## config.mk

```make
export PLATFORM = sky130hd
export DESIGN_NAME = expression_syntax_checker_unit_flat
export DESIGN_NICKNAME = d
export VERILOG_FILES = /design/src/rtl/esc_pkg.sv /design/src/rtl/esc_in_if.sv /design/src/rtl/esc_out_if.sv /design/src/rtl/esc_stack_cell.sv /design/src/rtl/expression_syntax_checker_unit.sv /design/src/flat_wrapper.sv
export SDC_FILE = /design/constraint.sdc
export NUM_CORES = 1
export LEC_CHECK = 0
export BUFFER_PORTS_ARGS = -buffer_cell sky130_fd_sc_hd__buf_2
export CAP_MARGIN = 20
export CORE_AREA = 2 2 112 196
export CTS_CLUSTER_SIZE = 40
export DETAILED_ROUTE_END_ITERATION = 6
export DIE_AREA = 0 0 114 198
export PLACE_DENSITY = 0.65
export SYNTH_ARGS = -nofsm -noshare
export SYNTH_HDL_FRONTEND = slang
export SYNTH_SLANG_ARGS = --single-unit
```

## constraint.sdc

```tcl
create_clock -name clk -period 27 [get_ports clk]
set_input_delay 5.4 -clock clk [delete_from_list [all_inputs] [get_ports clk]]
set_output_delay 5.4 -clock clk [all_outputs]
set_load 0.05 [all_outputs]
```

## src/rtl/esc_pkg.sv

```systemverilog
`timescale 1ns / 1ps

package esc_pkg;

  // Fixed field widths.
  localparam int CH_W  = 8;
  localparam int POS_W = 12;

  typedef logic [CH_W-1:0]  char_t;
  typedef logic [POS_W-1:0] pos_t;

  // Bracket kind held in each stack cell.
  typedef enum logic [1:0] {
    KIND_NONE   = 2'd0,
    KIND_PAREN  = 2'd1,
    KIND_BRACE  = 2'd2,
    KIND_SQUARE = 2'd3
  } kind_t;

  // Sticky bracket error.
  typedef enum logic [1:0] {
    BRK_NONE     = 2'd0,
    BRK_MISMATCH = 2'd1,
    BRK_DEEP     = 2'd2
  } brk_err_t;

  // Reported error codes.
  typedef enum logic [3:0] {
    ERR_NONE     = 4'd0,
    ERR_BRACKET  = 4'd1,
    ERR_OPS      = 4'd2,
    ERR_LETTER   = 4'd3,
    ERR_OP_CLOSE = 4'd4,
    ERR_OPEN_OP  = 4'd5,
    ERR_NO_OP    = 4'd6,
    ERR_END      = 4'd7,
    ERR_DEEP     = 4'd8
  } err_code_t;

  // Shift commands passed along the stack cells.
  typedef struct packed {
    logic push;
    logic pop;
  } shift_ctrl_t;

  // Character codes.
  localparam char_t CH_LPAREN = 8'h28;
  localparam char_t CH_RPAREN = 8'h29;
  localparam char_t CH_LBRACE = 8'h7B;
  localparam char_t CH_RBRACE = 8'h7D;
  localparam char_t CH_LSQ    = 8'h5B;
  localparam char_t CH_RSQ    = 8'h5D;
  localparam char_t CH_PLUS   = 8'h2B;
  localparam char_t CH_MINUS  = 8'h2D;
  localparam char_t CH_STAR   = 8'h2A;
  localparam char_t CH_SLASH  = 8'h2F;
  localparam char_t CH_CARET  = 8'h5E;
  localparam char_t CH_ZERO   = 8'h30;
  localparam char_t CH_NINE   = 8'h39;
  localparam char_t CH_LO_A   = 8'h61;
  localparam char_t CH_LO_Z   = 8'h7A;
  localparam char_t CH_UP_A   = 8'h41;
  localparam char_t CH_UP_Z   = 8'h5A;

  function automatic kind_t open_kind(input char_t c);
    kind_t k;
    case (c)
      CH_LPAREN: k = KIND_PAREN;
      CH_LBRACE: k = KIND_BRACE;
      CH_LSQ:    k = KIND_SQUARE;
      default:   k = KIND_NONE;
    endcase
    return k;
  endfunction

  function automatic kind_t close_kind(input char_t c);
    kind_t k;
    case (c)
      CH_RPAREN: k = KIND_PAREN;
      CH_RBRACE: k = KIND_BRACE;
      CH_RSQ:    k = KIND_SQUARE;
      default:   k = KIND_NONE;
    endcase
    return k;
  endfunction

  function automatic logic is_hi_op(input char_t c);
    return c inside {CH_STAR, CH_SLASH, CH_CARET};
  endfunction

  function automatic logic is_op(input char_t c);
    return c inside {CH_STAR, CH_SLASH, CH_CARET, CH_PLUS, CH_MINUS};
  endfunction

  function automatic logic is_digit(input char_t c);
    return c inside {[CH_ZERO:CH_NINE]};
  endfunction

  function automatic logic is_letter(input char_t c);
    return c inside {[CH_LO_A:CH_LO_Z], [CH_UP_A:CH_UP_Z]};
  endfunction

  // Classifies an adjacent pair; the tests run in priority order.
  function automatic err_code_t pair_check(input char_t a, input char_t b);
    err_code_t e;
    if (is_op(a) && is_hi_op(b)) begin
      e = ERR_OPS;
    end else if (is_letter(a) || is_letter(b)) begin
      e = ERR_LETTER;
    end else if (is_op(a) && (close_kind(b) != KIND_NONE)) begin
      e = ERR_OP_CLOSE;
    end else if ((open_kind(a) != KIND_NONE) && is_hi_op(b)) begin
      e = ERR_OPEN_OP;
    end else if ((is_digit(a) && (open_kind(b) != KIND_NONE)) ||
                 ((close_kind(a) != KIND_NONE) && is_digit(b))) begin
      e = ERR_NO_OP;
    end else begin
      e = ERR_NONE;
    end
    return e;
  endfunction

endpackage

```

## src/rtl/esc_in_if.sv

```systemverilog
`timescale 1ns / 1ps

// Character channel.
interface esc_in_if;
  logic           valid;
  logic           ready;
  esc_pkg::char_t ch;
  logic           last;

  modport source (output valid, output ch, output last, input ready);
  modport sink   (input valid, input ch, input last, output ready);
endinterface

```

## src/rtl/esc_out_if.sv

```systemverilog
`timescale 1ns / 1ps

// Verdict channel.
interface esc_out_if;
  logic                valid;
  logic                ready;
  logic                valid_res;
  esc_pkg::err_code_t  error_code;
  esc_pkg::pos_t       error_index;

  modport source (output valid, output valid_res, output error_code, output error_index,
                  input ready);
  modport sink   (input valid, input valid_res, input error_code, input error_index,
                  output ready);
endinterface

```

## src/rtl/esc_stack_cell.sv

```systemverilog
`timescale 1ns / 1ps

// One level of the bracket stack. On a push it takes the kind from the cell
// above (nearer the top), on a pop the kind from the cell below.
module esc_stack_cell (
  input  logic                 clk,
  input  esc_pkg::shift_ctrl_t ctrl,
  input  esc_pkg::kind_t       above_kind,
  input  esc_pkg::kind_t       below_kind,
  output esc_pkg::kind_t       kind
);

  esc_pkg::kind_t kind_r;
  esc_pkg::kind_t kind_nxt;

  // Select the neighbour that moves into this level.
  always_comb begin
    kind_nxt = kind_r;
    if (ctrl.push) begin
      kind_nxt = above_kind;
    end else if (ctrl.pop) begin
      kind_nxt = below_kind;
    end
  end

  // Contents need no reset: only levels below the depth count are read.
  always_ff @(posedge clk) begin
    kind_r <= kind_nxt;
  end

  assign kind = kind_r;

endmodule

```

## src/rtl/expression_syntax_checker_unit.sv

```systemverilog
`timescale 1ns / 1ps
// Channel   Direction  Payload                                  Transaction
// in_chan   input      ch[7:0], last                            valid & ready
// out_chan  output     valid_res, error_code[3:0], error_index  valid & ready
//
// One character is taken every cycle while in_chan.ready is high; the stack push or pop and the pair test
// both finish in the cycle the character is accepted.
// The verdict is registered and appears in the cycle after the final character is accepted.
// in_chan.ready drops only while a verdict waits and out_chan.ready is low.
// Reset (rst_n low, synchronous) clears the depth count and all error state.
module expression_syntax_checker_unit #(
  parameter int MAX_DEPTH = 64,
  parameter int MAX_LEN   = 4096
) (
  input  logic      clk,
  input  logic      rst_n,
  esc_in_if.sink    in_chan,
  esc_out_if.source out_chan
);

  localparam int DEPTH_W = $clog2(MAX_DEPTH + 1);
  localparam int POS_LIM_I = ((MAX_LEN - 1) > 4095) ? 4095 : (MAX_LEN - 1);
  localparam esc_pkg::pos_t POS_LIM = esc_pkg::POS_W'(POS_LIM_I);
  localparam logic [DEPTH_W-1:0] DEPTH_MAX = DEPTH_W'(MAX_DEPTH);

  // Sequence state.
  logic [DEPTH_W-1:0]  depth_r, depth_nxt;
  esc_pkg::char_t      prev_r, prev_nxt;
  logic                have_prev_r, have_prev_nxt;
  esc_pkg::pos_t       count_r, count_nxt;
  esc_pkg::brk_err_t   brk_err_r, brk_err_nxt;
  esc_pkg::pos_t       brk_pos_r, brk_pos_nxt;
  esc_pkg::err_code_t  pair_err_r, pair_err_nxt;
  esc_pkg::pos_t       pair_pos_r, pair_pos_nxt;

  // Output register.
  logic                out_valid_r, out_valid_nxt;
  logic                res_ok_r, res_ok_nxt;
  esc_pkg::err_code_t  res_code_r, res_code_nxt;
  esc_pkg::pos_t       res_idx_r, res_idx_nxt;

  logic                accept;
  esc_pkg::kind_t      op_kind;
  esc_pkg::kind_t      cl_kind;
  esc_pkg::kind_t      top_kind;
  esc_pkg::err_code_t  pair_code;
  esc_pkg::shift_ctrl_t shift;
  esc_pkg::kind_t      kinds [MAX_DEPTH];

  assign in_chan.ready = !out_valid_r || out_chan.ready;
  assign accept        = in_chan.valid && in_chan.ready;
  assign op_kind       = esc_pkg::open_kind(in_chan.ch);
  assign cl_kind       = esc_pkg::close_kind(in_chan.ch);
  assign top_kind      = kinds[0];
  assign pair_code     = esc_pkg::pair_check(prev_r, in_chan.ch);

  // Bracket stack: a row of cells, level 0 is the top.
  genvar gi;
  generate
    for (gi = 0; gi < MAX_DEPTH; gi++) begin : g_stack
      esc_pkg::kind_t above;
      esc_pkg::kind_t below;
      if (gi == 0) begin : g_top
        assign above = op_kind;
      end else begin : g_mid
        assign above = kinds[gi-1];
      end
      if (gi == MAX_DEPTH - 1) begin : g_bottom
        assign below = kinds[gi];
      end else begin : g_upper
        assign below = kinds[gi+1];
      end
      esc_stack_cell u_cell (
        .clk        (clk),
        .ctrl       (shift),
        .above_kind (above),
        .below_kind (below),
        .kind       (kinds[gi])
      );
    end
  endgenerate

  // Per-character update and verdict.
  always_comb begin
    depth_nxt     = depth_r;
    prev_nxt      = prev_r;
    have_prev_nxt = have_prev_r;
    count_nxt     = count_r;
    brk_err_nxt   = brk_err_r;
    brk_pos_nxt   = brk_pos_r;
    pair_err_nxt  = pair_err_r;
    pair_pos_nxt  = pair_pos_r;
    shift         = '0;
    out_valid_nxt = out_valid_r && !out_chan.ready;
    res_ok_nxt    = res_ok_r;
    res_code_nxt  = res_code_r;
    res_idx_nxt   = res_idx_r;

    if (accept) begin
      // Bracket tracking stops at the first bracket error.
      if (brk_err_r == esc_pkg::BRK_NONE) begin
        if (op_kind != esc_pkg::KIND_NONE) begin
          if (depth_r >= DEPTH_MAX) begin
            brk_err_nxt = esc_pkg::BRK_DEEP;
            brk_pos_nxt = count_r;
          end else begin
            shift.push = 1'b1;
            depth_nxt  = depth_r + 1'b1;
          end
        end else if (cl_kind != esc_pkg::KIND_NONE) begin
          if ((depth_r == '0) || (top_kind != cl_kind)) begin
            brk_err_nxt = esc_pkg::BRK_MISMATCH;
            brk_pos_nxt = count_r;
          end else begin
            shift.pop = 1'b1;
            depth_nxt = depth_r - 1'b1;
          end
        end
      end

      // First bad adjacent pair is kept.
      if (have_prev_r && (pair_err_r == esc_pkg::ERR_NONE) &&
          (pair_code != esc_pkg::ERR_NONE)) begin
        pair_err_nxt = pair_code;
        pair_pos_nxt = (count_r == '0) ? '0 : count_r - 1'b1;
      end

      prev_nxt      = in_chan.ch;
      have_prev_nxt = 1'b1;
      if (count_r < POS_LIM) begin
        count_nxt = count_r + 1'b1;
      end

      if (in_chan.last) begin
        // Priority: bracket errors, unclosed bracket, pairs, bad ending.
        res_code_nxt = esc_pkg::ERR_NONE;
        res_idx_nxt  = '0;
        if (brk_err_nxt != esc_pkg::BRK_NONE) begin
          res_code_nxt = (brk_err_nxt == esc_pkg::BRK_DEEP) ? esc_pkg::ERR_DEEP
                                                            : esc_pkg::ERR_BRACKET;
          res_idx_nxt  = brk_pos_nxt;
        end else if (depth_nxt != '0) begin
          res_code_nxt = esc_pkg::ERR_BRACKET;
          res_idx_nxt  = count_r;
        end else if (pair_err_nxt != esc_pkg::ERR_NONE) begin
          res_code_nxt = pair_err_nxt;
          res_idx_nxt  = pair_pos_nxt;
        end else if (esc_pkg::is_op(in_chan.ch) || (op_kind != esc_pkg::KIND_NONE)) begin
          res_code_nxt = esc_pkg::ERR_END;
          res_idx_nxt  = count_r;
        end
        res_ok_nxt    = (res_code_nxt == esc_pkg::ERR_NONE);
        out_valid_nxt = 1'b1;

        // Everything returns to its reset value for the next expression.
        depth_nxt     = '0;
        prev_nxt      = '0;
        have_prev_nxt = 1'b0;
        count_nxt     = '0;
        brk_err_nxt   = esc_pkg::BRK_NONE;
        brk_pos_nxt   = '0;
        pair_err_nxt  = esc_pkg::ERR_NONE;
        pair_pos_nxt  = '0;
      end
    end
  end

  // Control and sequence registers.
  always_ff @(posedge clk) begin
    if (!rst_n) begin
      depth_r     <= '0;
      prev_r      <= '0;
      have_prev_r <= 1'b0;
      count_r     <= '0;
      brk_err_r   <= esc_pkg::BRK_NONE;
      brk_pos_r   <= '0;
      pair_err_r  <= esc_pkg::ERR_NONE;
      pair_pos_r  <= '0;
      out_valid_r <= 1'b0;
    end else begin
      depth_r     <= depth_nxt;
      prev_r      <= prev_nxt;
      have_prev_r <= have_prev_nxt;
      count_r     <= count_nxt;
      brk_err_r   <= brk_err_nxt;
      brk_pos_r   <= brk_pos_nxt;
      pair_err_r  <= pair_err_nxt;
      pair_pos_r  <= pair_pos_nxt;
      out_valid_r <= out_valid_nxt;
    end
  end

  // Verdict payload.
  always_ff @(posedge clk) begin
    res_ok_r   <= res_ok_nxt;
    res_code_r <= res_code_nxt;
    res_idx_r  <= res_idx_nxt;
  end

  assign out_chan.valid       = out_valid_r;
  assign out_chan.valid_res   = res_ok_r;
  assign out_chan.error_code  = res_code_r;
  assign out_chan.error_index = res_idx_r;

endmodule

```

## src/flat_wrapper.sv

```systemverilog
// flat-port wrapper written by rule: the top's interface ports become plain ports
module expression_syntax_checker_unit_flat 
#(
  parameter int MAX_DEPTH = 64,
  parameter int MAX_LEN   = 4096
)
  (clk, rst_n, in_chan_valid, in_chan_ch, in_chan_last, in_chan_ready, out_chan_valid, out_chan_valid_res, out_chan_error_code, out_chan_error_index, out_chan_ready);
  esc_in_if in_chan_i ();
  esc_out_if out_chan_i ();
  input  logic clk;
  input  logic rst_n;
  input wire logic [$bits(in_chan_i.valid)-1:0] in_chan_valid;
  input wire logic [$bits(in_chan_i.ch)-1:0] in_chan_ch;
  input wire logic [$bits(in_chan_i.last)-1:0] in_chan_last;
  output wire logic [$bits(in_chan_i.ready)-1:0] in_chan_ready;
  output wire logic [$bits(out_chan_i.valid)-1:0] out_chan_valid;
  output wire logic [$bits(out_chan_i.valid_res)-1:0] out_chan_valid_res;
  output wire logic [$bits(out_chan_i.error_code)-1:0] out_chan_error_code;
  output wire logic [$bits(out_chan_i.error_index)-1:0] out_chan_error_index;
  input wire logic [$bits(out_chan_i.ready)-1:0] out_chan_ready;
  assign in_chan_i.valid = in_chan_valid;
  assign in_chan_i.ch = in_chan_ch;
  assign in_chan_i.last = in_chan_last;
  assign in_chan_ready = in_chan_i.ready;
  assign out_chan_valid = out_chan_i.valid;
  assign out_chan_valid_res = out_chan_i.valid_res;
  assign out_chan_error_code = out_chan_i.error_code;
  assign out_chan_error_index = out_chan_i.error_index;
  assign out_chan_i.ready = out_chan_ready;
  expression_syntax_checker_unit #(.MAX_DEPTH(MAX_DEPTH), .MAX_LEN(MAX_LEN)) u_core (.clk(clk), .rst_n(rst_n), .in_chan(in_chan_i), .out_chan(out_chan_i));
endmodule
```

# Word level (Yosys, flattened, before mapping)
# Cells that the tools add are included.
[totals]
output_inout_bits = 19
regBits = 204
[op_classes]
reduce_logical = 46
n_addsub = 4
muxes = 198
n_eq_ne = 24
magnitude_cmp = 14
[ops]
columns = ["op", "n"]
rows = [
  ["2-to-1 mux 2 bit", 148],
  ["2-to-1 mux 12 bit", 15],
  ["equality test 8 x 6 -> 1 bit, second input constant", 12],
  ["equality test 8 x 7 -> 1 bit, second input constant", 10],
  ["2-to-1 mux 4 bit", 13],
  ["2-to-1 mux 7 bit", 7],
  [">= comparator 8 x 7 -> 1 bit, second input constant", 4],
  ["less-or-equal comparator 8 x 7 -> 1 bit, second input constant", 4],
  ["one-hot mux 2 bit (3 select lines)", 4],
  ["nonzero test 2 bit", 11],
  [">= comparator 8 x 6 -> 1 bit, second input constant", 2],
  ["less-or-equal comparator 8 x 6 -> 1 bit, second input constant", 2],
  ["logical AND 1 bit", 15],
  ["adder 12 x 1 -> 12 bit, second input constant", 1],
  ["zero test 12 bit", 1],
  ["< comparator 12 bit, second input constant", 1],
  ["subtractor 12 x 1 -> 12 bit, second input constant", 1],
  ["nonzero test 5 bit", 2],
  ["zero test 4 bit", 2],
  ["2-to-1 mux 1 bit", 8],
  ["2-to-1 mux 8 bit", 1],
  ["nonzero test 4 bit", 2],
  ["adder 7 x 1 -> 7 bit, second input constant", 1],
  [">= comparator 7 bit, second input constant", 1],
  ["11 further kinds", 18],
]

# Logic depth before layout (Yosys ltp)
[logic_depth]
word_depth = 36
depth_mapped = 12

# Cells and area by module
# From an unflattened synthesis, not the netlist that was laid out.
[unflattened]
hier_cells = 889
hier_area_um2 = 10458.8
[by_module_without_submodules]
columns = ["mod", "n_inst", "cells_each", "area_per_inst_um2", "seq_area_each_um2"]
rows = [
  ["esc_stack_cell", 64, 5, 88.8, 60.1],
  ["expression_syntax_checker_unit", 1, 569, 4773.3, 1691.6],
]

# Worst setup path before layout
# Ideal clock, no wire load.
[synth_timing]
path_type = "input -> register"
from = "input port in_chan_ch[5]"
to = "register u_core.g_stack[0].u_cell.kind_r[0] (enable)"
setup_time_ps = 613
slack_ps = 14328
t_arrival_ps = 12059
cell_stages = 7
cell_sequence = "buf_4 or4b_4 o32a_4 a21o_1 nor2_1 o21ai_0 nor2_1"
[synth_via]
elab_chain_cells = 10
word_cells_on_any_way = 19
cone_classes = "7 x eq/ne; 8 x mux; 4 x reduce/logical"
[synth_lines]
columns = ["item", "line_no", "text"]
rows = [
  ["start, declared", "flat_wrapper.sv:13", "input wire logic [$bits(in_chan_i.ch)-1:0] in_chan_ch;"],
  ["equality test 8 x 7 -> 1 bit or equality test 8 x 6 -> 1 bit (tied branches)", "esc_pkg.sv:78", "case (c)"],
  ["one-hot mux 2 bit (3 select lines)", "esc_pkg.sv:78", ""],
  ["inequality test 2 bit", "expression_syntax_checker_unit.sv:111", "if ((depth_r == '0) || (top_kind != cl_kind)) begin"],
  ["logical OR 1 bit", "expression_syntax_checker_unit.sv:111", ""],
  ["2-to-1 mux 1 bit", "expression_syntax_checker_unit.sv:111", ""],
  ["2-to-1 mux 1 bit", "expression_syntax_checker_unit.sv:110", "end else if (cl_kind != esc_pkg::KIND_NONE) begin"],
  ["2-to-1 mux 1 bit", "expression_syntax_checker_unit.sv:102", "if (op_kind != esc_pkg::KIND_NONE) begin"],
  ["2-to-1 mux 2 bit (*)", "expression_syntax_checker_unit.sv:101", "if (brk_err_r == esc_pkg::BRK_NONE) begin"],
  ["2-to-1 mux 2 bit (*)", "expression_syntax_checker_unit.sv:99", "if (accept) begin"],
  ["nonzero test 2 bit (no source line) (*)", "--", ""],
  ["end signal, assigned", "esc_stack_cell.sv:28", "kind_r <= kind_nxt;"],
  ["end, declared", "esc_stack_cell.sv:13", "esc_pkg::kind_t kind_r;"],
]
# Mark *: on every way between the ends. The rest lies on a longest branch, timed or not.
# A chain may end at the register's enable or synchronous reset.

# Worst setup path after layout
[layout_timing]
from = "input port out_chan_ready"
to = "output port in_chan_ready"
[layout_via]
elab_chain_cells = 1
[layout_lines]
columns = ["item", "line_no", "text"]
rows = [
  ["start, declared", "flat_wrapper.sv:20", "input wire logic [$bits(out_chan_i.ready)-1:0] out_chan_ready;"],
  ["logical OR 1 bit", "expression_syntax_checker_unit.sv:50", "assign in_chan.ready = !out_valid_r || out_chan.ready;"],
  ["end, declared", "flat_wrapper.sv:15", "output wire logic [$bits(in_chan_i.ready)-1:0] in_chan_ready;"],
]
# No other way between the ends.

==> PnR_summary.wiki <==
{| class="wikitable"
! Metric !! Value
|-
| Cell taking the most area after synthesis || sky130_fd_sc_hd__edfxtp_1
|-
| Setup fix buffers added after clock tree synthesis || 0
|-
| Synth-to-layout area growth || 9.18%
|-
| Sum of overflow across all layers after global routing || 0
|-
| Number of enable flip-flop cells after synthesis || between 100 and 150
|-
| Critical path data arrival time || between 5 and 6 ns
|-
| Clock slew at the register clock pins of the worst setup and hold paths || 0.06 ns
|-
| Crit Path Max Fanout || 4
|-
| Fraction of layout cells with a size suffix above 1 || 9.32%
|-
| Maximum number of pins on one net before global-route repair || between 80 and 90
|-
| Number of storage elements in the synthesis netlist || approximately 200
|-
| Antenna violations before repair || 1
|-
| Synthesis warning total || 0
|-
| Worst-Margin Slew || 0.976 ns
|-
| Library cell contributing the largest single delay on the critical path || sky130_fd_sc_hd__buf_2
|-
| Setup Viol. Count Final || 0
|-
| CORE AREA || roughly 0.021 mm²
|-
| Post-Syn Instances || approximately 1100
|-
| HP Class || reg -> reg
|-
| Min-delay src || u_core.g_stack[62].u_cell.kind[1]
|-
| Shortest clock period the worst path allows after layout || ~11 ns
|-
| # H-tree levels || 1
|-
| CTS Buffer Depth || 3
|-
| Category of cells accounting for the largest share of critical-path delay || buffers and inverters
|-
| First-pass detailed-route iteration total || 5
|-
| Number of hold buffers added after CTS || 0
|-
| Outcome || complete, no violations
|-
| Cell area power density || 57.8 mW/mm²
|-
| Skew final || around 0.013 ns
|-
| Worst setup path startpoint || out_chan_ready
|-
| Avg WL per Cell || approximately 16 µm
|-
| Total detailed-routing wirelength || 22000 µm
|-
| Critical Path Most Common Cell || sky130_fd_sc_hd__buf_2
|-
| Leading post-synthesis cells by cell area || sky130_fd_sc_hd__edfxtp_1 42%, sky130_fd_sc_hd__nand2_1 16%, sky130_fd_sc_hd__dfxtp_1 11%
|-
| Worst-Skew Late Latency || 0.50 ns
|-
| Synth top area share || approximately 42%
|-
| Count of pins on the block boundary || 32
|-
| Largest stage delay on the critical path || around 0.22 ns
|-
| Number of gates resized after CTS || 0
|-
| Startpoint class of the critical path || input pin
|-
| Global-route wire length before repair || between 30000 and 40000 µm
|-
| Cell Area, Placed || 0.0106 mm²
|-
| Reg-to-reg startpoint || u_core.depth_r[0]
|-
| Yosys cell types || 72
|-
| Dominant register cell in the synthesized netlist || sky130_fd_sc_hd__edfxtp_1
|-
| Gr usage total || around 20%
|-
| Worst-case headroom to the max-slew limit || approximately 34%
|-
| CP required || 21.60 ns
|-
| Port Buf Inserts || 31
|-
| CTS root buffer || sky130_fd_sc_hd__clkbuf_16
|-
| Crit-path cells || buf_2 > nand2b_1 > buf_2
|-
| Final sum of negative setup slack || 0 ns
|-
| Vert. Die Dim || 198 µm
|-
| HPWL after detailed placement || around 14000 µm
|-
| WP buf/inv || 2
|-
| Post-place setup slack || 15.72 ns
|-
| Cell with the most instances after synthesis || sky130_fd_sc_hd__nand2_1
|-
| Highest ir drop seen on vdd || between 0.04 and 0.05 mV
|-
| Worst path setup slack after routing || 15.72 ns
|-
| Effective utilization at floorplan || 48.8%
|-
| Synthesized netlist net count || approximately 1200
|-
| RSZ-0062 raised after global routing || false
|-
| Leakage power total || about 0.0041 µW
|-
| Final hold violation count || 0
|-
| Critical path capture point type || output port
|-
| Post-synthesis instance area || 0.0103 mm²
|-
| Routability Congestion || between 0.8 and 0.9
|-
| Max frequency || between 0.08 and 0.09 GHz
|-
| Post-layout instance area || around 0.011 mm²
|-
| Portion of the post-synthesis area used by sequential elements || 53.6%
|-
| Max-cap violations || 0
|-
| Net count reported at finish || roughly 1100
|-
| Leading cell types by count after synthesis || 429 x sky130_fd_sc_hd__nand2_1, 145 x sky130_fd_sc_hd__edfxtp_1, 65 x sky130_fd_sc_hd__clkbuf_1
|-
| Share of synthesized flip-flops with an asynchronous set or reset || 0%
|-
| Antenna-violating nets left || 0
|-
| Number of global-route vias before repair || approximately 7700
|-
| Number of clock buffers inserted by TritonCTS || 20
|-
| Floorplan row count || between 70 and 80
|-
| Overall power || ~650 µW
|-
| Part of the cycle the worst path needs || 41.8%
|-
| Clock tree from TritonCTS || done
|-
| Vias per inst || between 5 and 6
|-
| Worst Path Class, Setup || in -> out
|-
| Mean area per synthesized cell || about 9 µm²
|-
| Overall via count from detail_route || just under 8000
|-
| Slew Limit Fails || 0
|-
| Clk sink count || slightly above 200
|-
| Full die area || about 0.023 mm²
|-
| Floorplan die width || about 110 µm
|-
| Post-detailed-route DRC marker count || 0
|-
| DRC violation total after the first TritonRoute iteration || about 530
|}
[report_power, final]
part / switching [µW] / total [µW] / internal (µW)
sequential: 1.77 / 336 / 335
combinational: 24.2 / 35.1 / 10.9
clock: 120 / 280 / 160
[per-stage QoR]
stage	hold slack [ns]	std cells	util (%)
floorplan	0.426	1133	-
global placement	0.439	1356	50.2
detailed placement	0.444	1356	50.2
CTS	0.459	1392	53.3
global route	0.487	1393	53.3
finish	0.462	1393	53.3
[logic make-up after synthesis]
| kind of cell | count (synthesis) | share of synthesized area (%) |
|---|---|---|
| XOR/XNOR | 17 | 1.44 |
| flip-flops | 204 | 53.6 |
| AO/OA/AOI/OAI | 142 | 10.4 |
| buffers and inverters | 109 | 4.23 |
| multiplexers | 23 | 2.25 |
| AND/OR/NAND/NOR | 633 | 27.5 |
| adder cells (fa/ha/maj) | 5 | 0.606 |
[flip-flops by register name (all words and copies together) (netlist names)]
name,count
u_core.g_stack.u_cell.kind,128
u_core.have_prev_r,1
u_core.out_chan.valid,1
u_core.prev_r,8
u_core.out_chan.error_code,4
u_core.pair_pos_r,12
u_core.pair_err_r,4
u_core.out_chan.error_index,12
u_core.brk_err_r,2
u_core.depth_r,7
u_core.out_chan.valid_res,1
u_core.count_r,12
u_core.brk_pos_r,12
[cell type report]
type                            count  area (µm²)
Multi-Input combinational cell    820        4390
Antenna cell                        1        2.50
Timing Repair Buffer               45         260
Tap cell                          255         319
Sequential cell                   204        5540
Fill cell                        1978        9870
Clock buffer                       22         529
Inverter                           32         120
Clock inverter                     14         118
[worst reg2reg max path, delay by kind of cell (launching register included)]
kind / cells / cell delay, ns
AO/OA/AOI/OAI: 1 / 0.23
adder cells (fa/ha/maj): 1 / 0.26
buffers and inverters: 3 / 1.52
flip-flops: 1 / 0.54
AND/OR/NAND/NOR: 4 / 0.72
[worst paths after layout]
check,endpoint,slack [ns],depth (start not counted)
worst max-delay path,in_chan_ready,15.72,3
worst min-delay path,u_core.g_stack[63].u_cell.kind[1],0.46,0
worst max register to register,u_core.g_stack[35].u_cell.kind[1],23.32,9
worst min register to register,u_core.g_stack[63].u_cell.kind[1],0.46,0
[layer usage]
| layer | global-route usage (%) | wire, µm | vias to the layer above |
|---|---|---|---|
| li1 | - | - | 3864 |
| met1 | 23.2 | 9220 | 3825 |
| met2 | 35.6 | 11300 | 145 |
| met3 | 2.51 | 658 | 54 |
| met4 | 8.18 | 823 | 0 |
| met5 | 0 | 0 | - |
[cell usage in the layout, fill, tap and decap left out, types with 4 or more instances in the layout]
cell,synthesis,routed
sky130_fd_sc_hd__a31oi_1,4,4
sky130_fd_sc_hd__nand3_1,19,18
sky130_fd_sc_hd__o22ai_1,4,4
sky130_fd_sc_hd__nor3_1,21,20
sky130_fd_sc_hd__nand3b_1,10,10
sky130_fd_sc_hd__buf_2,7,31
sky130_fd_sc_hd__dfxtp_1,59,59
sky130_fd_sc_hd__a21oi_1,20,19
sky130_fd_sc_hd__clkbuf_16,0,21
sky130_fd_sc_hd__clkinv_1,1,5
sky130_fd_sc_hd__mux2i_1,21,21
sky130_fd_sc_hd__or4_1,5,5
sky130_fd_sc_hd__clkinv_2,0,6
sky130_fd_sc_hd__buf_4,3,14
sky130_fd_sc_hd__and3_1,4,4
sky130_fd_sc_hd__nor2b_1,39,39
sky130_fd_sc_hd__xnor2_1,15,15
sky130_fd_sc_hd__inv_1,31,31
sky130_fd_sc_hd__o21a_1,4,4
sky130_fd_sc_hd__nand2b_1,8,8
sky130_fd_sc_hd__a21o_1,4,4
sky130_fd_sc_hd__a21boi_0,12,12
sky130_fd_sc_hd__o221ai_2,10,10
sky130_fd_sc_hd__edfxtp_1,145,145
sky130_fd_sc_hd__o21ai_0,21,20
sky130_fd_sc_hd__a22oi_1,27,27
sky130_fd_sc_hd__and2_1,7,7
sky130_fd_sc_hd__ha_1,5,5
sky130_fd_sc_hd__nor2_1,42,41
sky130_fd_sc_hd__nor4_1,15,14
sky130_fd_sc_hd__nand2_1,429,429
sky130_fd_sc_hd__a211oi_1,7,7
sky130_fd_sc_hd__nor3b_1,4,4
sky130_fd_sc_hd__nand4_1,6,6
(Power assumes the default switching activity.)
